<file path="config.mk">
export PLATFORM = sky130hd
export DESIGN_NAME = eia_cmd_fifo
export DESIGN_NICKNAME = d
export VERILOG_FILES = /design/src/hw/rtl/eia_pkg.sv /design/src/hw/rtl/eia_cmd_fifo.sv
export VERILOG_INCLUDE_DIRS = /design/src /design/src/hw/rtl
export SDC_FILE = /design/constraint.sdc
export NUM_CORES = 1
export LEC_CHECK = 0
export ABC_AREA = 1
export BUFFER_PORTS_ARGS = -buffer_cell sky130_fd_sc_hd__clkbuf_2
export CAP_MARGIN = 5
export CORE_UTILIZATION = 35
export DETAILED_ROUTE_END_ITERATION = 16
export GPL_TIMING_DRIVEN = 0
export SKIP_LAST_GASP = 1
export SYNTH_ARGS = -nofsm -noshare
export SYNTH_HDL_FRONTEND = slang
export SYNTH_SLANG_ARGS = --single-unit
</file>
<file path="constraint.sdc">
create_clock -name clk_i -period 1.6 [get_ports clk_i]
set_input_delay 0.16 -clock clk_i [delete_from_list [all_inputs] [get_ports clk_i]]
set_output_delay 0.16 -clock clk_i [all_outputs]
set_load 0.1 [all_outputs]
</file>
<file path="src/hw/rtl/assert_macros.svh">
// Assertion macros shared by the allocator RTL.
`ifndef ASSERT_MACROS_SVH
`define ASSERT_MACROS_SVH

// Property holds at every clock edge outside reset.
`define ASSERT_ALWAYS(label, clk, rst_n, prop, msg) \
  label: assert property (@(posedge clk) disable iff (!rst_n) (prop)) else $error(msg);

// Consequent holds in the same cycle as the antecedent.
`define ASSERT_IMPL(label, clk, rst_n, ante, cons, msg) \
  label: assert property (@(posedge clk) disable iff (!rst_n) (ante) |-> (cons)) else $error(msg);

// Consequent holds in the cycle after the antecedent.
`define ASSERT_NEXT(label, clk, rst_n, ante, cons, msg) \
  label: assert property (@(posedge clk) disable iff (!rst_n) (ante) |=> (cons)) else $error(msg);

`endif

</file>
<file path="src/hw/rtl/eia_pkg.sv">
// Types and constants of the entity id allocator.
package eia_pkg;

  localparam int unsigned OPCODE_W   = 2;
  localparam int unsigned ID_IN_W    = 16;
  localparam int unsigned SIG_IN_W   = 32;
  localparam int unsigned STATUS_W   = 2;
  localparam int unsigned ENT_OUT_W  = 10;
  localparam int unsigned SIG_OUT_W  = 32;
  localparam int unsigned LIVE_OUT_W = 11;

  localparam int unsigned CMD_FIFO_DEPTH = 4;

  typedef enum logic [OPCODE_W-1:0] {
    OP_CREATE  = 2'd0,
    OP_DESTROY = 2'd1,
    OP_SET     = 2'd2,
    OP_GET     = 2'd3
  } eia_op_e;

  typedef enum logic [STATUS_W-1:0] {
    ST_OK           = 2'd0,
    ST_NONE_FREE    = 2'd1,
    ST_RANGE        = 2'd2,
    ST_NOTHING_LIVE = 2'd3
  } eia_status_e;

  typedef struct packed {
    eia_op_e     op;
    eia_status_e status;
  } eia_ctl_t;

endpackage

</file>
<file path="src/hw/rtl/eia_cmd_fifo.sv">
// Command queue between the classifying front and the executing back.
`include "assert_macros.svh"

module eia_cmd_fifo #(
  parameter int unsigned DATA_W = 8
) (
  input  logic              clk_i,
  input  logic              rst_ni,
  input  logic              push_i,
  input  logic [DATA_W-1:0] wdata_i,
  output logic              full_o,
  input  logic              pop_i,
  output logic              valid_o,
  output logic [DATA_W-1:0] rdata_o
);
  import eia_pkg::*;

  localparam int unsigned PTR_W = $clog2(CMD_FIFO_DEPTH);
  localparam int unsigned CNT_W = $clog2(CMD_FIFO_DEPTH + 1);
  localparam logic [CNT_W-1:0] FULL_CNT = CNT_W'(CMD_FIFO_DEPTH);

  logic [DATA_W-1:0] mem_q [CMD_FIFO_DEPTH];
  logic [PTR_W-1:0]  wr_ptr_q, rd_ptr_q;
  logic [CNT_W-1:0]  cnt_q, cnt_d;

  assign full_o  = (cnt_q == FULL_CNT);
  assign valid_o = (cnt_q != '0);
  assign rdata_o = mem_q[rd_ptr_q];

  always_comb begin
    cnt_d = cnt_q;
    if (push_i && !pop_i) begin
      cnt_d = cnt_q + 1'b1;
    end else if (pop_i && !push_i) begin
      cnt_d = cnt_q - 1'b1;
    end
  end

  always_ff @(posedge clk_i or negedge rst_ni) begin
    if (!rst_ni) begin
      wr_ptr_q <= '0;
      rd_ptr_q <= '0;
      cnt_q    <= '0;
    end else begin
      if (push_i) begin
        wr_ptr_q <= wr_ptr_q + 1'b1;
      end
      if (pop_i) begin
        rd_ptr_q <= rd_ptr_q + 1'b1;
      end
      cnt_q <= cnt_d;
    end
  end

  always_ff @(posedge clk_i) begin
    if (push_i) begin
      mem_q[wr_ptr_q] <= wdata_i;
    end
  end

  `ASSERT_IMPL(a_no_overflow, clk_i, rst_ni, push_i, !full_o, "push into full command queue")
  `ASSERT_IMPL(a_no_underflow, clk_i, rst_ni, pop_i, valid_o, "pop from empty command queue")

endmodule

</file>
**Word level (Yosys, flattened, before mapping)**

Memories as Yosys holds them, arrays and structs flattened.
Index checks and enable logic that the tools add are counted.

- Register bits: 7
- RAM bits: 32
- Input port bits: 12
- Output and inout port bits: 10
- Word-level logic and storage cells: 19
- Memories: 1

Memories:

| name | words | width | rd ports | clocked after memory_dff | write ports | line | source |
|---|---|---|---|---|---|---|---|
| mem_q | 4 | 8 | 1 | 0 | 1 | eia_cmd_fifo.sv:22 | `logic [DATA_W-1:0] mem_q [CMD_FIFO_DEPTH];` |

- Add/sub/neg operators: 4
- Eq/ne operators: 1
- Muxes and demuxes: 4
- Reductions and logical operators: 6

Operators by type and width:

| kind | count |
|---|---|
| $mux 3 | 2 |
| $add 2x1->2 const B | 2 |
| $add 3x1->3 const B | 1 |
| $eq 3x3->1 const B | 1 |
| $reduce_bool 3->1 | 1 |
| $sub 3x1->3 const B | 1 |
| $logic_and 1x1->1 | 2 |
| $logic_not 1->1 | 2 |
| $mux 1 | 2 |
| $reduce_bool 2->1 | 1 |

**Logic depth before layout (Yosys ltp)**

- Word-level depth: 4
- Mapped depth: 9
- Gate-level depth less buffers: 9

**Worst setup path after synthesis**

OpenSTA, ideal clock, no wires.

- Path type: reg-to-output
- From: reg cnt_q[0]
- To: out full_o
- Data arrival time: 2503 ps
- Required time: 1440 ps
- Slack: -1063 ps
- Stages on the path, launching flop included: 2
- Buffers on the path: 0
- Path through: dfrtp_1 > nor3_1

- Word-level cells in the longest chain between the ends: 1

RTL lines:

| what | line | source |
|---|---|---|
| start: declaration | eia_cmd_fifo.sv:24 | `logic [CNT_W-1:0] cnt_q, cnt_d;` |
| start signal: assignment | eia_cmd_fifo.sv:51 | `cnt_q <= cnt_d;` |
| $eq 3x3->1 | eia_cmd_fifo.sv:26 | `assign full_o = (cnt_q == FULL_CNT);` |
| end: declaration | eia_cmd_fifo.sv:11 | `output logic full_o,` |

Every way passes these cells.

**Worst setup path in the final report**

- From: reg rd_ptr_q[0]
- To: out rdata_o[3]

- Word-level cells in the longest chain between the ends: 1

RTL lines:

| what | line | source |
|---|---|---|
| start: declaration | eia_cmd_fifo.sv:23 | `logic [PTR_W-1:0] wr_ptr_q, rd_ptr_q;` |
| start signal: assignment | eia_cmd_fifo.sv:49 | `rd_ptr_q <= rd_ptr_q + 1'b1;` |
| $mem_v2 4x8 | -- |  |
| end: declaration | eia_cmd_fifo.sv:14 | `output logic [DATA_W-1:0] rdata_o` |

Every way passes these cells.

==> flow_summary.ini <==
[global_routing]
grt_max_degree = 12
grt_overflow_total = 0
antenna_found_initial = 0
grt_pass1_wl_um = 5380
track_usage = 0.147
grt_pass1_vias = 1141

[logic_synthesis]
syn_area_per_cell_um2 = 12.0
yosys_warnings = 0
synth_area_mm2 = 0.00171
ys_seq_elements = 39
synth-edff-count = 32
yosys.area.top_type = edfxtp_1
synth_top_area_frac = 0.563
async_reset_ff_frac = 0.179
synth_cell_type_count = 19
synthFlopType = edfxtp_1
syn-num-nets = 160
ys_seq_area_frac = 0.666
synth.area.top_cells = edfxtp_1, dfrtp_1, nand2_1, o211ai_1, inv_1
synthCells = 142

[timing]
slew_headroom = 0.641
worstMarginPinSlew_ps = 540
period_needed_ps = 1600
finalCritPeriodShare = 0.999
finalSetupTns_ps = 0
hold_viol = 0
rsz0062_at_grt = true
finalSetupViolCount = 0
max_freq_mhz = 626
drv_slew = 0
finClkSkew_ps = 7.54

[setup_path]
end_kind = output port
rr_endpoint = mem_q[2][3]
cpPeakStageDelay_ps = 370
worst_path_most_repeated_cell = clkbuf_16
startpoint_type = flip-flop
cp.required_ps = 1440
critical_path_class = flip-flop to output port
r2r_start = wr_ptr_q[0]
critPathArrivalTime_ps = 1440
reg2regPathDepth = 4
slowest_stage = dfrtp_1
crit_chain = buf_6, clkbuf_16, o211ai_1, nand2_1, clkbuf_16
r2r_setup_slack_ps = 250
crit_fanout = 8

[routing]
drtPass1Iterations = 4
drc = 0
drtIter0Drc = 54
vias = 1085
wl_per_cell_um = 14.0
wl_um = 3230
ant_nets = 0
vias_per_cell = 4.70

[worst_hold_path]
hold_depth = 1
hold_start = wdata_i[4]
worstHoldEndpoint = mem_q[0][4]
worstHoldPathType = input port to flip-flop

[job]
cap_violations = 0

[place]
hpwl_um = 2140
place_congestion = 0.691
numPortBuffers = 21

[cts]
htreeDepth = 2
cts_tree = done
cts-root-buf = clkbuf_8
clock_sinks = 39
clk_pin_slew_ps = 70
clockBufferDepth = 2
clock_latency_ps = 290
numCtsBuffers = 5

[outcome]
status = completed

[finish]
seqCellArea_mm2 = 0.00114
syn2layout_area_growth_pct = 29.3
drive_above_1_share = 0.226
layout.nets = 194
num_antenna_cells = 0
multi_input_area_um2 = 422
fill_cells = 451

[floorplanning]
die-area_mm2 = 0.00516
initial_core_util = 0.364
io_pins = 22
rows = 25
die_x_um = 71.8
coreArea_mm2 = 0.00469
die_h_um = 71.8
## metrics by stage
stage	hold WS [ps]	cell area, µm²	utilization	setup WS [ps]	instances
after global placement	4.21	1890	0.403	40.1	217
after floorplan	-136	1720	-	48.3	142
after global routing	82.8	2210	0.470	-95.4	231
after detailed placement	12.6	1890	0.403	41.9	217
after CTS	77.4	2140	0.455	0.427	228
final	81.3	2210	0.470	1.61	231
## layout make-up
type,count,area share
Timing Repair Buffer,27,0.147
Clock inverter,2,0.00340
Buffer,6,0.0300
Clock buffer,6,0.0329
Inverter,28,0.0499
Tap cell,54,0.0306
Multi-Input combinational cell,69,0.191
Sequential cell,39,0.515
## cell usage after synthesis (all sizes together) (3+ instances only)
cell    instances
dfrtp           7
buf             5
edfxtp         32
ha              5
nand2          38
o211ai         16
xor2            3
inv            28
## layer usage
metal	track usage	up-vias	share of wire
li1	-	537	-
met3	0.0366	4	0.039
met4	0.0850	0	0.014
met1	0.169	517	0.42
met2	0.248	27	0.53
met5	0	-	0
## layout by cell type, fill, tap and decap left out, drive strengths merged
cell / count
nand4: 1
ha: 5
xnor2: 1
edfxtp: 32
nand3: 1
dfrtp: 7
dlygate4sd3: 1
buf: 11
fa: 1
clkinv: 2
nand2: 38
clkbuf: 27
nor2: 1
o21ai: 1
inv: 28
o211ai: 16
nor3: 1
xor2: 3
## how the worst max path moves through the flow
stage	slack [ps]	cells after the start	endpoint	start
2_1_floorplan	50	5	rdata_o[2]	rd_ptr_q[0]
3_3_place_gp	40	5	rdata_o[3]	rd_ptr_q[1]
3_5_place_dp	40	5	rdata_o[3]	rd_ptr_q[1]
4_1_cts	0.4	5	rdata_o[1]	rd_ptr_q[0]
5_1_grt	-100	5	rdata_o[6]	rd_ptr_q[0]
6_report	2	5	rdata_o[3]	rd_ptr_q[0]
## critical path: cells and delay by family (launching register included)
family	cells	cell delay (ps)
buffers and inverters	3	510
DFF	1	370
AOI/OAI and AO/OA	1	150
and+or+nand+nor	1	110
## registers in the layout, summed over array words and instances (netlist names)
register  flops
rd_ptr_q      2
cnt_q         3
mem_q        32
wr_ptr_q      2
## cell families (layout without fill, tap and decap cells)
logic type / count (synthesis) / count (layout) / synth area share
flip-flops: 39 / 39 / 0.666
adder cells (fa/ha/maj): 6 / 6 / 0.0484
AO/OA/AOI/OAI: 17 / 17 / 0.0762
XOR/XNOR: 4 / 4 / 0.0205
AND/OR/NAND/NOR: 42 / 42 / 0.0953
buffers and inverters: 34 / 69 / 0.0938
## what timing repair did
| item | in CTS | in global routing |
|---|---|---|
| resized for setup | 26 | 5 |
| setup endpoints to repair | 9 | 8 |
| gates cloned | 0 | 2 |
| setup buffers | 2 | 1 |
| hold endpoints to repair | 7 | 0 |
| pin swaps | 14 | 8 |
| hold buffers | 1 | 0 |
Power is left out: the tool's default activity adds up to more than one toggle a clock period on the data nets, which glitch-free logic cannot reach.
