===== src/hw/rtl/assert_macros.svh =====
// Assertion macros shared by the allocator RTL.
`ifndef ASSERT_MACROS_SVH
`define ASSERT_MACROS_SVH

// Property holds at every clock edge outside reset.
`define ASSERT_ALWAYS(label, clk, rst_n, prop, msg) \
  label: assert property (@(posedge clk) disable iff (!rst_n) (prop)) else $error(msg);

// Consequent holds in the same cycle as the antecedent.
`define ASSERT_IMPL(label, clk, rst_n, ante, cons, msg) \
  label: assert property (@(posedge clk) disable iff (!rst_n) (ante) |-> (cons)) else $error(msg);

// Consequent holds in the cycle after the antecedent.
`define ASSERT_NEXT(label, clk, rst_n, ante, cons, msg) \
  label: assert property (@(posedge clk) disable iff (!rst_n) (ante) |=> (cons)) else $error(msg);

`endif


===== src/hw/rtl/eia_pkg.sv =====
// Types and constants of the entity id allocator.
package eia_pkg;

  localparam int unsigned OPCODE_W   = 2;
  localparam int unsigned ID_IN_W    = 16;
  localparam int unsigned SIG_IN_W   = 32;
  localparam int unsigned STATUS_W   = 2;
  localparam int unsigned ENT_OUT_W  = 10;
  localparam int unsigned SIG_OUT_W  = 32;
  localparam int unsigned LIVE_OUT_W = 11;

  localparam int unsigned CMD_FIFO_DEPTH = 4;

  typedef enum logic [OPCODE_W-1:0] {
    OP_CREATE  = 2'd0,
    OP_DESTROY = 2'd1,
    OP_SET     = 2'd2,
    OP_GET     = 2'd3
  } eia_op_e;

  typedef enum logic [STATUS_W-1:0] {
    ST_OK           = 2'd0,
    ST_NONE_FREE    = 2'd1,
    ST_RANGE        = 2'd2,
    ST_NOTHING_LIVE = 2'd3
  } eia_status_e;

  typedef struct packed {
    eia_op_e     op;
    eia_status_e status;
  } eia_ctl_t;

endpackage


===== src/hw/rtl/eia_if.sv =====
// Request and response channel interfaces of the entity id allocator.
interface eia_req_if;
  import eia_pkg::*;

  logic                valid;
  logic                ready;
  logic [OPCODE_W-1:0] opcode;
  logic [ID_IN_W-1:0]  entity_id;
  logic [SIG_IN_W-1:0] signature_in;

  modport source (output valid, opcode, entity_id, signature_in, input ready);
  modport sink   (input valid, opcode, entity_id, signature_in, output ready);
endinterface



===== src/hw/rtl/eia_front.sv =====
// Front end: accepts requests, checks them and tracks queue pointers and live count.
`include "assert_macros.svh"

module eia_front #(
  parameter int unsigned ENTITY_COUNT   = 1024,
  parameter int unsigned SIGNATURE_BITS = 32
) (
  input  logic                                      clk_i,
  input  logic                                      rst_ni,
  eia_req_if.sink                                   req_i,
  input  logic                                      clr_busy_i,
  input  logic                                      cmd_full_i,
  output logic                                      cmd_push_o,
  output eia_pkg::eia_ctl_t                         cmd_ctl_o,
  output logic [$clog2(ENTITY_COUNT)-1:0]           cmd_id_o,
  output logic [$clog2(ENTITY_COUNT)-1:0]           cmd_pos_o,
  output logic                                      cmd_init_o,
  output logic [$clog2(ENTITY_COUNT+1)-1:0]         cmd_live_o,
  output logic [SIGNATURE_BITS-1:0]                 cmd_sig_o
);
  import eia_pkg::*;

  localparam int unsigned IDW = $clog2(ENTITY_COUNT);
  localparam int unsigned LCW = $clog2(ENTITY_COUNT + 1);
  localparam logic [IDW-1:0] LAST_POS = IDW'(ENTITY_COUNT - 1);
  localparam logic [LCW-1:0] LIVE_MAX = LCW'(ENTITY_COUNT);
  localparam logic [ID_IN_W:0] ID_LIMIT = (ID_IN_W + 1)'(ENTITY_COUNT);

  logic [IDW-1:0] head_q, head_d, tail_q, tail_d;
  logic           wrapped_q, wrapped_d;
  logic [LCW-1:0] live_q, live_d;
  eia_op_e        op;
  eia_status_e    st;
  logic           accept, ok, range_bad;

  assign op         = eia_op_e'(req_i.opcode);
  assign req_i.ready = !clr_busy_i && !cmd_full_i;
  assign accept     = req_i.valid && req_i.ready;
  assign range_bad  = ({1'b0, req_i.entity_id} >= ID_LIMIT);

  always_comb begin
    st = ST_OK;
    unique case (op)
      OP_CREATE: begin
        if (live_q == LIVE_MAX) st = ST_NONE_FREE;
      end
      OP_DESTROY: begin
        if (range_bad) st = ST_RANGE;
        else if (live_q == '0) st = ST_NOTHING_LIVE;
      end
      OP_SET, OP_GET: begin
        if (range_bad) st = ST_RANGE;
      end
    endcase
  end

  assign ok = (st == ST_OK);

  always_comb begin
    head_d    = head_q;
    tail_d    = tail_q;
    wrapped_d = wrapped_q;
    live_d    = live_q;
    if (accept && ok) begin
      unique case (op)
        OP_CREATE: begin
          head_d = (head_q == LAST_POS) ? '0 : head_q + 1'b1;
          live_d = live_q + 1'b1;
        end
        OP_DESTROY: begin
          tail_d    = (tail_q == LAST_POS) ? '0 : tail_q + 1'b1;
          wrapped_d = wrapped_q || (tail_q == LAST_POS);
          live_d    = live_q - 1'b1;
        end
        default: ;
      endcase
    end
  end

  always_ff @(posedge clk_i or negedge rst_ni) begin
    if (!rst_ni) begin
      head_q    <= '0;
      tail_q    <= '0;
      wrapped_q <= 1'b0;
      live_q    <= '0;
    end else begin
      head_q    <= head_d;
      tail_q    <= tail_d;
      wrapped_q <= wrapped_d;
      live_q    <= live_d;
    end
  end

  // cmd_init_o flags a create whose queue slot was never written; its position serves as the id
  assign cmd_push_o = accept;
  assign cmd_ctl_o  = '{op: op, status: st};
  assign cmd_id_o   = req_i.entity_id[IDW-1:0];
  assign cmd_pos_o  = (op == OP_CREATE) ? head_q : tail_q;
  assign cmd_init_o = !wrapped_q && (head_q >= tail_q);
  assign cmd_live_o = live_d;
  assign cmd_sig_o  = SIGNATURE_BITS'(req_i.signature_in);

  `ASSERT_ALWAYS(a_live_bound, clk_i, rst_ni, live_q <= LIVE_MAX, "live count above entity count")
  `ASSERT_NEXT(a_create_inc, clk_i, rst_ni,
               accept && ok && (op == OP_CREATE),
               live_q == LCW'($past(live_q) + 1'b1),
               "create did not count up")

endmodule


===== src/flat_wrapper.sv =====
// flat-port wrapper written by rule: the top's interface ports become plain ports
module eia_front_flat import eia_pkg::*;
#(
  parameter int unsigned ENTITY_COUNT   = 1024,
  parameter int unsigned SIGNATURE_BITS = 32
)
  (clk_i, rst_ni, clr_busy_i, cmd_full_i, cmd_push_o, cmd_ctl_o, cmd_id_o, cmd_pos_o, cmd_init_o, cmd_live_o, cmd_sig_o, req_i_valid, req_i_opcode, req_i_entity_id, req_i_signature_in, req_i_ready);
  eia_req_if req_i_i ();
  input  logic clk_i;
  input  logic rst_ni;
  input  logic clr_busy_i;
  input  logic cmd_full_i;
  output logic cmd_push_o;
  output eia_pkg::eia_ctl_t cmd_ctl_o;
  output logic [$clog2(ENTITY_COUNT)-1:0] cmd_id_o;
  output logic [$clog2(ENTITY_COUNT)-1:0] cmd_pos_o;
  output logic cmd_init_o;
  output logic [$clog2(ENTITY_COUNT+1)-1:0] cmd_live_o;
  output logic [SIGNATURE_BITS-1:0] cmd_sig_o;
  input wire logic [$bits(req_i_i.valid)-1:0] req_i_valid;
  input wire logic [$bits(req_i_i.opcode)-1:0] req_i_opcode;
  input wire logic [$bits(req_i_i.entity_id)-1:0] req_i_entity_id;
  input wire logic [$bits(req_i_i.signature_in)-1:0] req_i_signature_in;
  output wire logic [$bits(req_i_i.ready)-1:0] req_i_ready;
  assign req_i_i.valid = req_i_valid;
  assign req_i_i.opcode = req_i_opcode;
  assign req_i_i.entity_id = req_i_entity_id;
  assign req_i_i.signature_in = req_i_signature_in;
  assign req_i_ready = req_i_i.ready;
  eia_front #(.ENTITY_COUNT(ENTITY_COUNT), .SIGNATURE_BITS(SIGNATURE_BITS)) u_core (.clk_i(clk_i), .rst_ni(rst_ni), .req_i(req_i_i), .clr_busy_i(clr_busy_i), .cmd_full_i(cmd_full_i), .cmd_push_o(cmd_push_o), .cmd_ctl_o(cmd_ctl_o), .cmd_id_o(cmd_id_o), .cmd_pos_o(cmd_pos_o), .cmd_init_o(cmd_init_o), .cmd_live_o(cmd_live_o), .cmd_sig_o(cmd_sig_o));
endmodule

===== config.mk =====
export PLATFORM = sky130hd
export DESIGN_NAME = eia_front_flat
export DESIGN_NICKNAME = d
export VERILOG_FILES = /design/src/hw/rtl/eia_pkg.sv /design/src/hw/rtl/eia_if.sv /design/src/hw/rtl/eia_front.sv /design/src/flat_wrapper.sv
export VERILOG_INCLUDE_DIRS = /design/src /design/src/hw/rtl
export SDC_FILE = /design/constraint.sdc
export NUM_CORES = 1
export LEC_CHECK = 0
export ABC_AREA = 1
export BUFFER_PORTS_ARGS = -buffer_cell sky130_fd_sc_hd__buf_2
export CORE_MARGIN = 10
export CORE_UTILIZATION = 52
export DETAILED_ROUTE_END_ITERATION = 8
export PLACE_DENSITY_LB_ADDON = 0.15
export SLEW_MARGIN = 20
export SYNTH_ARGS = -nofsm -noshare
export SYNTH_HDL_FRONTEND = slang
export SYNTH_SLANG_ARGS = --single-unit

===== constraint.sdc =====
create_clock -name clk_i -period 7.4 [get_ports clk_i]
set_input_delay 2.22 -clock clk_i [delete_from_list [all_inputs] [get_ports clk_i]]
set_output_delay 2.22 -clock clk_i [all_outputs]
set_load 0.02 [all_outputs]

* Word level (Yosys, flattened, before mapping)
Index checks and enable logic that the tools add are counted.
** Word-level totals
- Register bits after elaboration :: 32
- Input port bits :: 55
- Output and inout bits :: 70
- Logic and storage cells :: 40
** Cells by class
- $add $sub $neg :: 4
- Order comparisons :: 2
- Equal/unequal tests :: 6
- Muxes and demuxes :: 10
- Reductions and logical operators :: 14
** Operators with widths (count)
- 2-to-1 mux 10 bit :: 3
- one-hot mux 11 bit (2 select lines) :: 1
- adder 10 x 1 -> 10 bit (second input constant) :: 2
- equality test 10 bit (second input constant) :: 2
- >= comparator 16 x 11 -> 1 bit (second input constant) :: 1
- adder 11 x 1 -> 11 bit (second input constant) :: 1
- equality test 11 bit (second input constant) :: 1
- zero test 11 bit :: 1
- 2-to-1 mux 11 bit :: 1
- subtractor 11 x 1 -> 11 bit (second input constant) :: 1
- >= comparator 10 bit :: 1
- 2-to-1 mux 2 bit :: 3
- one-hot mux 2 bit (3 select lines) :: 1
- equality test 2 bit (second input constant) :: 2
- logical AND 1 bit :: 4
- zero test 2 bit :: 2
- AND reduction 2 bit :: 2
- zero test 1 bit :: 3
- equality test 2 x 1 -> 1 bit (second input constant) :: 1
- OR reduction 2 bit :: 1
- logical OR 1 bit :: 1
- 2-to-1 mux 1 bit :: 1

* Longest topological paths before layout
- Depth after elaboration :: 7
- Gate-level depth with buffers :: 15
- Depth with buffers taken out :: 15

* Least setup slack after synthesis
OpenSTA, ideal clock, no wires.
- Kind :: input port to output port
- Start point :: input port cmd_full_i
- End point :: output port cmd_live_o[2]
- Arrival time :: 3959 ps
- Required time :: 5180 ps
- Setup slack :: 1221 ps
- Stages on the path :: 5
- Buffers on the path :: 0
- Path through :: nor3b_1 -> nand3_1 -> nor2_1 -> inv_1 -> o21ai_0
** On the way
- Cells in the longest elaborated chain, start to end :: 5
** RTL lines
- start, declared :: RTL line flat_wrapper.sv:12 : input logic cmd_full_i;
- zero test 1 bit :: RTL line eia_front.sv:37 : assign req_i.ready = !clr_busy_i && !cmd_full_i;
- logical AND 1 bit :: RTL line eia_front.sv:37
- logical AND 1 bit :: RTL line eia_front.sv:38 : assign accept = req_i.valid && req_i.ready;
- logical AND 1 bit :: RTL line eia_front.sv:64 : if (accept && ok) begin
- 2-to-1 mux 11 bit :: RTL line eia_front.sv:64
- end, declared :: RTL line flat_wrapper.sv:18 : output logic [$clog2(ENTITY_COUNT+1)-1:0] cmd_live_o;
No other way between the ends.

* Worst setup path after layout
- Start point :: input port req_i_opcode[0]
- End point :: output port cmd_live_o[2]
** On the way
- Cells in the longest elaborated chain, start to end :: 6
- Elaborated cells on any way between the ends :: 10
- Classes of those cells :: 3 x eq/ne; 3 x mux; 4 x reduce/logical
** RTL lines
- start, declared :: RTL line flat_wrapper.sv:21 : input wire logic [$bits(req_i_i.opcode)-1:0] req_i_opcode;
- equality test 2 bit :: RTL line eia_front.sv:43 : unique case (op)
- OR reduction 2 bit :: RTL line eia_front.sv:43
- one-hot mux 2 bit (3 select lines) :: RTL line eia_front.sv:43
- zero test 2 bit :: RTL line eia_front.sv:57 : assign ok = (st == ST_OK);
- logical AND 1 bit :: RTL line eia_front.sv:64
- 2-to-1 mux 11 bit * :: RTL line eia_front.sv:64
Every way passes the cells marked *; elsewhere a longest branch is shown, timed or not.

==> insert_results.sql <==
INSERT INTO impl_metrics (metric_group, metric, value, unit) VALUES
('status', 'outcome', 'complete, no violations', ''),
('setup_path', 'max_stage_delay', '0.29', 'ns'),
('pwr', 'pwr_per_cell_area', '265.9', 'mW/mm^2'),
('sta', 'min_period', '6.239', 'ns'),
('floorplanning', 'initial_core_util', '54.24', '%'),
('setup_path', 'crit_chain', 'buf_2, nor2_1, buf_4, nor2_1, nor2_1, nand2_1, nand3_1, nor2_1, buf_4, inv_1, o21ai_0, buf_2', ''),
('logic_synthesis', 'yosys-top-cells-area', 'dfrtp_1, nand2_1, buf_4, nand3_1, inv_1', ''),
('sta', 'finalCritPeriodShare', '84.32', '%'),
('clock_network', 'root_buffer', 'clkbuf_8', ''),
('setup_path', 'path_max_fanout', '22', ''),
('clock_network', 'cts_resized', '0', ''),
('clock_network', 'cts_tree', 'built', ''),
('clock_network', 'numClockSinks', '32', ''),
('setup_path', 'crit_arrival', '4.02', 'ns'),
('route', 'vias', '2466', ''),
('floorplanning', 'coreArea', '0.005140', 'mm^2'),
('route', 'drt-initial-drc-count', '120', ''),
('placed_design', 'dp_hpwl', '5.277', 'mm'),
('floorplanning', 'num_io_pins', '125', ''),
('clock_network', 'worst_skew_late_latency', '0.29', 'ns'),
('logic_synthesis', 'syn_area_per_cell', '6.866', 'um^2'),
('clock_network', 'cts-root-to-sink-buffers', '2', ''),
('floorplanning', 'rows', '26', ''),
('floorplanning', 'die_area', '0.008690', 'mm^2'),
('logic_synthesis', 'synth_enable_flop_cells', '0', ''),
('global_route', 'track_usage', '16.29', '%'),
('logic_synthesis', 'synth_seq_cells', '32', ''),
('setup_path', 'worst_setup_end_kind', 'output port', ''),
('logic_synthesis', 'synth-seq-area-share', '28.73', '%'),
('placed_design', 'placed_area', '0.002713', 'mm^2'),
('pwr', 'p_sw_share', '43.30', '%'),
('logic_synthesis', 'ys_async_sr_fraction', '100.0', '%'),
('route', 'avgViaCountPerCell', '5.203', ''),
('setup_path', 'critical_path.most_common_cell', 'nor2_1', ''),
('setup_path', 'category_of_cells_accounting_for_the_largest_share_of_critical_path_delay', 'buffers and inverters', ''),
('route', 'dr.pass1.iters', '4', ''),
('logic_synthesis', 'synth_top_flop_cell', 'dfrtp_1', ''),
('worst_hold_path', 'worst_hold_path_type', 'flip-flop to flip-flop', ''),
('placed_design', 'pre_cts_slack', '1.170', 'ns'),
('final_layout', 'postLayoutCellArea', '0.002820', 'mm^2'),
('pwr', 'seq_power_share', '36.0', '%'),
('logic_synthesis', 'syn-num-nets', '474', ''),
('final_layout', 'post-route-util', '54.87', '%'),
('pwr', 'vdd.ir_drop.worst', '0.0001558', 'V'),
('final_layout', 'count_of_nets_after_finishing', '471', ''),
('clock_network', 'post_cts_buffers', '0', ''),
('sta', 'timing.setup.tns', '0', 'ns'),
('route', 'route.final.wire_length', '6.768', 'mm'),
('logic_synthesis', 'yosys.area.top_type_share', '28.73', '%'),
('placed_design', 'gp_congestion', '0.8754', ''),
('logic_synthesis', 'netlist_top_cells_count', 'nand2_1, inv_1, buf_4, nand3_1, nor2_1', ''),
('logic_synthesis', 'yosysWarnings', '0', ''),
('logic_synthesis', 'cell_area_after_synthesis', '0.002788', 'mm^2'),
('sta', 'final-max-slew-violation-count', '0', ''),
('sta', 'finalClockSkew', '0.005786', 'ns'),
('final_layout', 'antenna-diode-count', '0', ''),
('sta', 'fmax', '0.1603', 'GHz'),
('route', 'drc', '0', ''),
('setup_path', 'cp_required', '5.18', 'ns'),
('sta', 'hold_viol_final', '0', ''),
('pwr', 'clkPwrFrac', '22.4', '%'),
('route', 'ant_nets', '0', ''),
('sta', 'fin_ws', '1.161', 'ns'),
('logic_synthesis', 'post-synth-top-area-cell', 'dfrtp_1', ''),
('placed_design', 'number_of_buffer_cells_added_on_primary_ports', '40', ''),
('logic_synthesis', 'synth_most_common_cell', 'nand2_1', ''),
('global_route', 'grt_antenna_before_repair', '0', ''),
('setup_path', 'critPathSlowestCell', 'o21ai_0', ''),
('sta', 'setup_viol', '0', ''),
('clock_network', 'path_clk_slew', '0.07', 'ns'),
('final_layout', 'final_layout_size_suffix_gt1_share', '13.37', '%');
## per-stage QoR
step / hold WS [ns] / std cells / total power [W]
after global routing: 0.5185 / 474 / 0.0008223
after detailed placement: 0.4752 / 466 / 0.0005843
after floorplan: 0.4274 / 406 / 0.0005241
after global placement: 0.4624 / 466 / 0.0005817
final: 0.4850 / 474 / 0.0007499
after CTS: 0.4938 / 474 / 0.0007562
## power groups by stage
stage	clock, W	combinational, W	sequential, W
6_report	0.000168	0.000312	0.000270
5_1_grt	0.000181	0.000362	0.000279
4_1_cts	0.000171	0.000315	0.000270
3_5_place_dp	0	0.000312	0.000272
3_3_place_gp	0	0.000309	0.000273
2_1_floorplan	0	0.000268	0.000256
## worst reg2reg max path, delay by kind of cell, from the launching register on
family	cells	cell delay, ns
buffers and inverters	1	0.29
flip-flops	1	0.44
AND/OR/NAND/NOR	9	1.20
AO/OA/AOI/OAI	1	0.06
## final timing paths
check                                               end                          from  slack, ns  cells after the start
max                                       cmd_live_o[2]               req_i_opcode[0]       1.16                     12
min                        u_core.wrapped_q$_DFFE_PN0P_  u_core.wrapped_q$_DFFE_PN0P_       0.49                      2
max reg2reg                u_core.head_q[2]$_DFFE_PN0P_    u_core.live_q[0]$_DFF_PN0_       5.30                     11
min reg2reg                u_core.wrapped_q$_DFFE_PN0P_  u_core.wrapped_q$_DFFE_PN0P_       0.49                      2
max in group asynchronous    u_core.live_q[7]$_DFF_PN0_                        rst_ni       4.91                      1
min in group asynchronous    u_core.live_q[0]$_DFF_PN0_                        rst_ni       2.00                      1
## state kept, by name, indices dropped and copies added (netlist names)
signal            flops
u_core.tail_q        10
u_core.live_q        11
u_core.head_q        10
u_core.wrapped_q      1
## metal layers
metal,routed length [um],track usage (%),up-vias
met3,432,5.835,12
met5,0,0,-
li1,-,-,1262
met4,65,5.141,0
met2,3494,29.18,66
met1,2775,17.35,1126
## placed cells by master, fill, tap and decap left out, types with 2 or more instances in the layout
cell      Yosys  layout
nand3_1      37      37
o21ai_0      33      33
xnor2_1       5       5
nor3_1        3       3
nand3b_1      4       4
buf_2         2      40
a21oi_1       5       5
o21ai_1       3       3
nor2_1       37      37
clkbuf_8      0       5
nand2_1      99      99
ha_1         13      13
inv_1        47      47
buf_4        46       2
xor2_1       10      10
nand4_1      11      11
dfrtp_1      32      32
a41oi_1       3       3
## cell type report
type / instances / area [um^2]
clock inverter: 2 / 35.03
timing repair buffer: 42 / 215.2
clock buffer: 6 / 72.57
sequential: 32 / 800.8
tap: 70 / 87.58
fill: 526 / 2320
inverter: 48 / 180.2
multi-input combinational: 274 / 1429
## cell families after synthesis
| group | count (synthesis) | synth area share [%] |
|---|---|---|
| AND/OR/NAND/NOR | 198 | 31.02 |
| buffers and inverters | 100 | 20.02 |
| AO/OA/AOI/OAI | 47 | 9.112 |
| flip-flops | 32 | 28.73 |
| XOR/XNOR | 16 | 5.296 |
| adder cells (fa/ha/maj) | 13 | 5.835 |
Note: power is estimated with default switching activity, not from simulation.
